[src/rtl/tcm_pkg.sv]
// Shared widths, stage map and register codes of the two-axis curve mixer.
package tcm_pkg;

  localparam int SAMPLE_BITS    = 16;
  localparam int FRACTION_BITS  = 16;

  localparam int NUM_IN_FIELDS  = 6;
  localparam int IN_DATA_BITS   = ((NUM_IN_FIELDS * SAMPLE_BITS + 7) / 8) * 8;
  localparam int OUT_VALUE_BITS = 19;
  localparam int OUT_DATA_BITS  = ((OUT_VALUE_BITS + 7) / 8) * 8;
  localparam int FLAG_BITS      = 2;

  localparam int PT_BITS        = 8;
  localparam int NUM_PTS        = 5;
  localparam int CURVE_PT_BITS  = PT_BITS * NUM_PTS;
  localparam int CFG_DATA_BITS  = CURVE_PT_BITS;
  localparam int CFG_INDEX_BITS = 3;

  // Span differences after sign folding.
  localparam int DIFF_BITS      = SAMPLE_BITS + 1;
  // Interpolation accumulator: |p0 * 2^F + (p1 - p0) * t| < 383 * 2^F.
  localparam int ACC_BITS       = FRACTION_BITS + 10;
  localparam int MAG_BITS       = ACC_BITS - 1;
  // Division by 100 as a multiply by a rounded-up reciprocal and a shift.
  localparam int DIV100_SHIFT   = MAG_BITS + 7;
  localparam int RECIP_BITS     = MAG_BITS + 1;
  localparam longint unsigned DIV100_RECIP_L =
    ((64'd1 << DIV100_SHIFT) + 64'd99) / 64'd100;
  localparam logic [RECIP_BITS-1:0] DIV100_RECIP = RECIP_BITS'(DIV100_RECIP_L);
  localparam int PROD_BITS      = MAG_BITS + RECIP_BITS;
  localparam int QUO100_BITS    = PROD_BITS - DIV100_SHIFT;
  // Curve output: |b| < 1.28 * 2^F.
  localparam int CURVE_BITS     = FRACTION_BITS + 2;

  localparam int MIX_BITS = (FRACTION_BITS + 4 > OUT_VALUE_BITS + 1) ?
                            FRACTION_BITS + 4 : OUT_VALUE_BITS + 1;
  localparam logic signed [MIX_BITS-1:0] OUT_MAX =
    MIX_BITS'((longint'(1) << (OUT_VALUE_BITS - 1)) - 1);
  localparam logic signed [MIX_BITS-1:0] OUT_MIN =
    MIX_BITS'(-(longint'(1) << (OUT_VALUE_BITS - 1)));
  localparam logic [2*CURVE_BITS-1:0] PROD_BIAS =
    (2*CURVE_BITS)'((longint'(1) << FRACTION_BITS) - 1);

  // Pipeline stage map.
  localparam int ST_DIFF     = 0;
  localparam int ST_LOAD     = 1;
  localparam int ST_INTERP   = ST_LOAD + FRACTION_BITS + 1;
  localparam int ST_SCALE    = ST_INTERP + 1;
  localparam int ST_CURVE    = ST_SCALE + 1;
  localparam int ST_MIX      = ST_CURVE + 1;
  localparam int PIPE_STAGES = ST_MIX + 1;

  typedef enum logic [CFG_INDEX_BITS-1:0] {
    CFG_FIRST_VALID   = 3'd0,
    CFG_SECOND_VALID  = 3'd1,
    CFG_MIX_MODE      = 3'd2,
    CFG_FIRST_POINTS  = 3'd3,
    CFG_SECOND_POINTS = 3'd4
  } cfg_index_t;

  typedef enum logic [1:0] {
    MIX_FIRST = 2'd0,
    MIX_ADD   = 2'd1,
    MIX_MUL   = 2'd2
  } mix_mode_t;

endpackage

[src/rtl/tcm_axis.sv]
// One axis lane: span normalization, pipelined divider and curve interpolation.
module tcm_axis (
  input  logic                                      clk,
  input  logic                                      advance,
  input  logic signed [tcm_pkg::SAMPLE_BITS-1:0]    sample,
  input  logic signed [tcm_pkg::SAMPLE_BITS-1:0]    span_lo,
  input  logic signed [tcm_pkg::SAMPLE_BITS-1:0]    span_hi,
  input  logic        [tcm_pkg::CURVE_PT_BITS-1:0]  curve_points,
  output logic signed [tcm_pkg::CURVE_BITS-1:0]     curve_value,
  output logic                                      range_clamped
);
  import tcm_pkg::*;

  // Difference stage.
  logic signed [DIFF_BITS-1:0] num_raw, den_raw;
  logic signed [DIFF_BITS-1:0] num_r, den_r;

  assign num_raw = DIFF_BITS'(sample) - DIFF_BITS'(span_lo);
  assign den_raw = DIFF_BITS'(span_hi) - DIFF_BITS'(span_lo);

  always_ff @(posedge clk) begin
    if (advance) begin
      if (den_raw < 0) begin
        num_r <= -num_raw;
        den_r <= -den_raw;
      end else begin
        num_r <= num_raw;
        den_r <= den_raw;
      end
    end
  end

  // Divider state, one restoring step per stage.
  logic [SAMPLE_BITS-1:0]   rem_r   [0:FRACTION_BITS-1];
  logic [SAMPLE_BITS-1:0]   dv_r    [0:FRACTION_BITS-1];
  logic [FRACTION_BITS-1:0] quo_r   [0:FRACTION_BITS];
  logic                     full_r  [0:FRACTION_BITS];
  logic                     clamp_r [0:FRACTION_BITS];

  // Classification: a zero span or a negative offset gives zero, an offset at
  // or past the span gives exactly one; only the inner case really divides.
  logic span_zero, below, at_top, past_top, do_div;

  always_comb begin
    span_zero = (den_r == '0);
    below     = !span_zero && (num_r < 0);
    at_top    = !span_zero && !below && (num_r >= den_r);
    past_top  = !span_zero && !below && (num_r > den_r);
    do_div    = !span_zero && !below && !at_top;
  end

  always_ff @(posedge clk) begin
    if (advance) begin
      rem_r[0]   <= do_div ? num_r[SAMPLE_BITS-1:0] : '0;
      dv_r[0]    <= do_div ? den_r[SAMPLE_BITS-1:0] : SAMPLE_BITS'(1);
      quo_r[0]   <= '0;
      full_r[0]  <= at_top;
      clamp_r[0] <= below || past_top;
    end
  end

  for (genvar gk = 0; gk < FRACTION_BITS; gk++) begin : g_div_step
    logic [SAMPLE_BITS:0] trial;
    logic                 fits;

    assign trial = {rem_r[gk], 1'b0};
    assign fits  = (trial >= {1'b0, dv_r[gk]});

    always_ff @(posedge clk) begin
      if (advance) begin
        quo_r[gk+1]   <= {quo_r[gk][FRACTION_BITS-2:0], fits};
        full_r[gk+1]  <= full_r[gk];
        clamp_r[gk+1] <= clamp_r[gk];
      end
    end

    if (gk < FRACTION_BITS - 1) begin : g_carry
      always_ff @(posedge clk) begin
        if (advance) begin
          rem_r[gk+1] <= fits ? SAMPLE_BITS'(trial - {1'b0, dv_r[gk]}) :
                                trial[SAMPLE_BITS-1:0];
          dv_r[gk+1]  <= dv_r[gk];
        end
      end
    end
  end

  // Interpolation stage.
  logic [1:0]                               seg;
  logic [2:0]                               seg_hi;
  logic [FRACTION_BITS:0]                   pos;
  logic signed [PT_BITS-1:0]                p0, p1;
  logic signed [PT_BITS:0]                  pdiff;
  logic signed [FRACTION_BITS+1:0]          pos_s;
  logic signed [PT_BITS+FRACTION_BITS-1:0]  base;
  logic signed [FRACTION_BITS+10:0]         term;
  logic signed [ACC_BITS-1:0]               acc_r;
  logic                                     clamp_i_r;

  always_comb begin
    if (full_r[FRACTION_BITS]) begin
      seg = 2'd3;
      pos = (FRACTION_BITS + 1)'(1) << FRACTION_BITS;
    end else begin
      seg = quo_r[FRACTION_BITS][FRACTION_BITS-1:FRACTION_BITS-2];
      pos = {1'b0, quo_r[FRACTION_BITS][FRACTION_BITS-3:0], 2'b00};
    end
    seg_hi = 3'(seg) + 3'd1;
    p0     = curve_points[{seg, 3'b000} +: PT_BITS];
    p1     = curve_points[{seg_hi, 3'b000} +: PT_BITS];
    pdiff  = (PT_BITS + 1)'(p1) - (PT_BITS + 1)'(p0);
    pos_s  = {1'b0, pos};
    base   = {p0, FRACTION_BITS'(0)};
    term   = pdiff * pos_s;
  end

  always_ff @(posedge clk) begin
    if (advance) begin
      acc_r     <= ACC_BITS'(term + (FRACTION_BITS + 11)'(base));
      clamp_i_r <= clamp_r[FRACTION_BITS];
    end
  end

  // Scale stage: magnitude times the reciprocal of 100.
  logic [ACC_BITS-1:0]  acc_abs;
  logic [PROD_BITS-1:0] scaled_r;
  logic                 neg_r;
  logic                 clamp_s_r;

  assign acc_abs = (acc_r < 0) ? ACC_BITS'(-acc_r) : ACC_BITS'(acc_r);

  always_ff @(posedge clk) begin
    if (advance) begin
      scaled_r  <= acc_abs[MAG_BITS-1:0] * DIV100_RECIP;
      neg_r     <= (acc_r < 0);
      clamp_s_r <= clamp_i_r;
    end
  end

  // Curve stage: shift out the reciprocal scale and restore the sign, which
  // gives truncation toward zero.
  logic signed [QUO100_BITS:0]   quo100;
  logic signed [QUO100_BITS:0]   quo100_sgn;
  logic signed [CURVE_BITS-1:0]  curve_r;
  logic                          clamp_c_r;

  assign quo100     = {1'b0, scaled_r[PROD_BITS-1:DIV100_SHIFT]};
  assign quo100_sgn = neg_r ? -quo100 : quo100;

  always_ff @(posedge clk) begin
    if (advance) begin
      curve_r   <= CURVE_BITS'(quo100_sgn);
      clamp_c_r <= clamp_s_r;
    end
  end

  assign curve_value   = curve_r;
  assign range_clamped = clamp_c_r;

endmodule

[config.mk]
export PLATFORM = sky130hd
export DESIGN_NAME = tcm_axis
export DESIGN_NICKNAME = d
export VERILOG_FILES = /design/src/rtl/tcm_pkg.sv /design/src/rtl/tcm_axis.sv
export SDC_FILE = /design/constraint.sdc
export NUM_CORES = 2
export LEC_CHECK = 0
export BUFFER_PORTS_ARGS = -buffer_cell sky130_fd_sc_hd__buf_2
export CAP_MARGIN = 15
export CORE_UTILIZATION = 46
export DETAILED_ROUTE_END_ITERATION = 8
export PLACE_DENSITY_LB_ADDON = 0.05
export SKIP_CTS_REPAIR_TIMING = 1
export SLEW_MARGIN = 20
export SYNTH_ARGS = -nofsm -noshare
export SYNTH_HDL_FRONTEND = slang
export SYNTH_SLANG_ARGS = --single-unit
[constraint.sdc]
create_clock -name clk -period 13.9 [get_ports clk]
set_clock_uncertainty 0.1 [all_clocks]
set_input_delay 0.695 -clock clk [delete_from_list [all_inputs] [get_ports clk]]
set_output_delay 0.695 -clock clk [all_outputs]
set_load 0.005 [all_outputs]
# After elaboration in Yosys (flattened, before gate mapping)
# Memory sizes are Yosys's and may differ from the RTL's. A register that Yosys moved wholly into a read port is not among the register bits.
# Index checks and enable logic that the tools add are counted.
# op_classes
addsub	24
mul	2
n_lt_le_gt_ge	21
shifts	2
n_mux	25
n_reduce_logical	10
# ops
cell	count
$ge A17 B16 Y1	16
$mux W16	17
$sub A16 B16 Y16	15
$mux W17	3
$mul A25 B26 Y50 const B	1
$shiftx A40 B6 Y8	1
$shiftx A40 B7 Y8	1
$lt A17 B1 Y1 const B	2
$neg A17 Y17	2
$sub A16 B16 Y17	2
$add A26 B24 Y26	1
$lt A26 B1 Y1 const B	1
$mul A9 B18 Y26	1
$mux W25	1
$neg A25 Y25	1
$mux W18	1
$neg A18 Y18	1
$ge A17 B17 Y1	1
$gt A17 B17 Y1	1
$logic_not A17 Y1	1
$sub A8 B8 Y9	1
$logic_and A1 B1 Y1	5
$add A2 B1 Y3 const B	1
$logic_not A1 Y1	3
3 further kinds	4
# word_totals
regBits	131
ramBits	818
inputBits	90
output_inout_bits	19
elab_cells	97
n_memories	5
# memory_table
memory	depth	width	rd	rd_ports_with_merged_regs	wr	line	text
quo_r	17	16	17	0	17	tcm_axis.sv:36	logic [FRACTION_BITS-1:0] quo_r [0:FRACTION_BITS];
dv_r	16	16	16	0	16	tcm_axis.sv:35	logic [SAMPLE_BITS-1:0] dv_r [0:FRACTION_BITS-1];
rem_r	16	16	16	0	16	tcm_axis.sv:34	logic [SAMPLE_BITS-1:0] rem_r [0:FRACTION_BITS-1];
clamp_r	17	1	17	1	17	tcm_axis.sv:38	logic clamp_r [0:FRACTION_BITS];
full_r	17	1	17	0	17	tcm_axis.sv:37	logic full_r [0:FRACTION_BITS];

# Logic depth before layout (Yosys ltp)
# logic_depth
ltp_word	9
depth_mapped	35
depth_no_buf	33

# Least setup slack after synthesis
# OpenSTA, ideal clock, no wires.
# synth_path
path_kind	register to register
startpoint	memory quo_r[16][14]
endpoint	register acc_r[24] (data pin)
setup_time_ns	0.257
arrival_ns	8.275
t_required_ns	13.543
slack_ns	5.267
stages_incl_launch_ff	32
n_path_buf	3
period_less_slack_ns	8.633
cell_sequence	edfxtp_1 > clkbuf_1 > nor2_1 > clkbuf_1 > mux2_2 > o21ai_0 > ha_1 > nor2b_1 > o21ai_0 > nand2b_1 > a21o_1 > a21o_1 > a2111oi_0 > a21oi_1 > clkbuf_1 > fa_1 > fa_1 > fa_1 > fa_1 > inv_1 > ha_1 > ha_1 > a21oi_1 > o21bai_1 > a21oi_1 > o21ai_1 > a211oi_2 > a21oi_1 > and4_1 > a311o_1 > o41a_1 > xor2_1
# synth_rtl
element	line	text
from (decl)	tcm_axis.sv:36	
to (signal assigned)	tcm_axis.sv:119	acc_r <= ACC_BITS'(term + (FRACTION_BITS + 11)'(base));
to (decl)	tcm_axis.sv:97	logic signed [ACC_BITS-1:0] acc_r;

# Final worst setup path
# layout_path
startpoint	register acc_r[2]
endpoint	register scaled_r[49] (data pin)
# layout_via
elab_chain_cells	3
word_cells_on_any_way	4
cone_classes	1 x add/sub; 1 x mul; 1 x order compare; 1 x mux
# layout_lines
element	line	text
$neg A25 Y25 / $lt A26 B1 Y1 (equally long branches)	tcm_axis.sv:130	assign acc_abs = (acc_r < 0) ? ACC_BITS'(-acc_r) : ACC_BITS'(acc_r);
$mux W25 *	tcm_axis.sv:130	
$mul A25 B26 Y50 *	tcm_axis.sv:134	scaled_r <= acc_abs[MAG_BITS-1:0] * DIV100_RECIP;
to (signal assigned)	tcm_axis.sv:134	
to (decl)	tcm_axis.sv:126	logic [PROD_BITS-1:0] scaled_r;
# Every way passes the cells marked *; elsewhere a longest branch is shown, timed or not.
# A chain may end at the register's enable or synchronous reset.

==> impl_metrics.py <==
metrics = {
    "placed_design": {
        "place.gp.congestion": 0.876,
        "port_buffers": 108,
        "dp.final_hpwl_um": 93300,
    },
    "clock_network": {
        "clock_latency_ps": 710,
        "cts_sinks": 780,
        "root_buffer": "clkbuf_16",
        "tritoncts": "done",
        "htree_levels": 3,
        "tritoncts.num_buffers": 88,
        "cts.clk_slew.worst_paths_ps": 70,
        "clk_path_buf_depth": 3,
    },
    "cells_and_area": {
        "layout.area.seq_um2": 23400,
        "final_nets": 6195,
        "drive_above_1_share_pct": 7.34,
        "diodes": 0,
        "multi_input_area_um2": 27900,
        "fillCellCount": 10600,
        "area_growth_pct": 9.63,
    },
    "setup_path": {
        "worstSetupEndpointType": "flop",
        "critPathKind": "flop to flop",
        "crit_top_cell": "inv_1",
        "critPathLaunchType": "flop",
        "critical_path_peak_fanout": 10,
        "required_ps": 14250,
        "arrival_ps": 9900,
        "crit_slowest_cell": "or4b_1",
        "max_stage_delay_ps": 630,
    },
    "run": {
        "cap_violations": 0,
    },
    "outcome": {
        "status": "finished, final reports clean",
    },
    "synthesis": {
        "synth.net_count": 6037,
        "synth_ff_type": "edfxtp_1",
        "synth_top_area_share_pct": 42.6,
        "yosysTopAreaCell": "edfxtp_1",
        "synthDistinctLibCells": 76,
        "synth_commonest_cells": "899 x inv_1, 780 x edfxtp_1, 619 x ha_1",
        "ys_warn_count": 0,
        "ys_seq_area_share_pct": 42.6,
        "synthCells": 5011,
        "synth_area_um2": 55000,
        "syn_area_per_cell_um2": 11.0,
        "yosysMostFrequentCell": "inv_1",
        "synth_area_leaders": "edfxtp_1 43%, ha_1 14%, fa_1 12%",
        "synth-edff-count": 780,
        "synthArstFlopShare_pct": 0,
        "yosys_register_bits": 780,
    },
    "detailed_routing": {
        "drt_iter0_drc": 1918,
        "finalWirelength_um": 117000,
        "post_drt_wl_per_cell_um": 17.3,
        "detail-route-antenna-nets": 0,
        "routed-via-count": 34700,
        "drc": 0,
        "drtPass1Iterations": 7,
        "routed_via_density": 5.12,
    },
    "floorplan": {
        "num_io_pins": 109,
        "core_area_um2": 118000,
        "std_cell_rows": 126,
        "die_y_um": 348,
        "start_util_pct": 46.5,
        "dieArea_um2": 121000,
        "die_x_um": 348,
    },
    "sta": {
        "layout_min_cycle_time_ps": 9550,
        "period_share_pct": 68.7,
        "setup_viol": 0,
        "tns_ps": 0,
        "drv_slew": 0,
        "relSlewSlack_pct": 27.9,
        "hold_viol": 0,
        "timing.fmax_ghz": 0.105,
        "rsz0062_at_grt": "false",
        "worst_pin_slew_ps": 1080,
    },
    "grt": {
        "first_global_vias": 34900,
        "grt_pass1_wl_um": 189000,
        "overflow": 0,
        "grt_antenna_before_repair": 0,
        "grt_usage_pct": 19.8,
        "grt_max_degree": 207,
    },
    "worst_hold_path": {
        "hp-class": "flop to flop",
    },
}
path summary, 6_finish.rpt:
kind                     from      endpoint  slack (ps)  cells after the start
hold / removal    quo_r[3][2]   quo_r[4][3]         300                      0
setup reg to reg     acc_r[2]  scaled_r[49]        4350                     32
hold reg to reg   quo_r[3][2]   quo_r[4][3]         300                      0
setup / recovery     acc_r[2]  scaled_r[49]        4350                     32
layout make-up:
type,instances,share of cell area (%)
clock inverter,59,0.979
timing repair buffer,140,1.33
inverter,901,5.61
clock buffer,105,3.76
multi-input combinational,3258,46.3
tap,1536,3.19
sequential,780,38.8
cell usage in the layout, fill, tap and decap left out, types with 59 or more instances in the layout:
cell type,synthesis,layout
a21oi_1,244,244
a21o_1,79,79
o21a_1,61,61
edfxtp_1,780,780
buf_2,33,107
inv_1,899,899
nor2b_1,65,65
and3_1,59,59
clkbuf_16,0,88
o31ai_1,110,110
ha_1,619,619
fa_1,317,317
xnor2_1,159,158
nor3_1,76,76
nor2_1,351,349
nand2_1,291,291
and2_1,61,61
o21ai_0,168,168
layer usage:
layer,vias to the layer above,track usage (%),routed length [um]
met5,-,0,0
met4,0,5.52,2460
met3,133,2.32,3650
met2,513,32.8,55100
met1,16500,27.4,56100
li1,17600,-,-
flip-flops by register name (all words and copies together), names as in the netlist:
name,count
scaled_r,18
neg_r,1
num_r,17
rem_r,256
dv_r,256
quo_r,136
den_r,17
acc_r,24
range_clamped,1
clamp_r,17
clamp_i_r,1
curve_value,18
clamp_s_r,1
full_r,17
critical path: cells and delay by family (launching register included):
kind,cells,cell delay (ps)
adders and majority gates,9,3890
DFF,1,600
AOI/OAI and AO/OA,5,1070
xor gates and xnor gates,2,500
and+or+nand+nor,10,2370
buffers and inverters,6,740
per-stage QoR:
| step | instances | util [%] | setup slack, ps | area [um^2] | hold slack, ps |
|---|---|---|---|---|---|
| 4_1_cts | 6779 | 51.0 | 4260 | 60300 | 297 |
| 3_5_place_dp | 6615 | 48.6 | 4280 | 57400 | 305 |
| 2_1_floorplan | 5011 | - | 5270 | 55000 | 300 |
| 5_1_grt | 6779 | 51.0 | 3710 | 60300 | 302 |
| 3_3_place_gp | 6615 | 48.6 | 4440 | 57400 | 300 |
| 6_report | 6779 | 51.0 | 4350 | 60300 | 297 |
kinds of logic after synthesis:
kind of cell	count (synthesis)	share of synthesized area [%]
AO/OA/AOI/OAI	901	10.6
XOR/XNOR	218	3.50
adder cells (fa/ha/maj)	936	25.6
buffers and inverters	973	6.72
flip-flops	780	42.6
multiplexers	48	0.933
AND/OR/NAND/NOR	1155	10.1
Power is left out: the tool's default activity adds up to more than one toggle a clock period on the data nets, which glitch-free logic cannot reach.
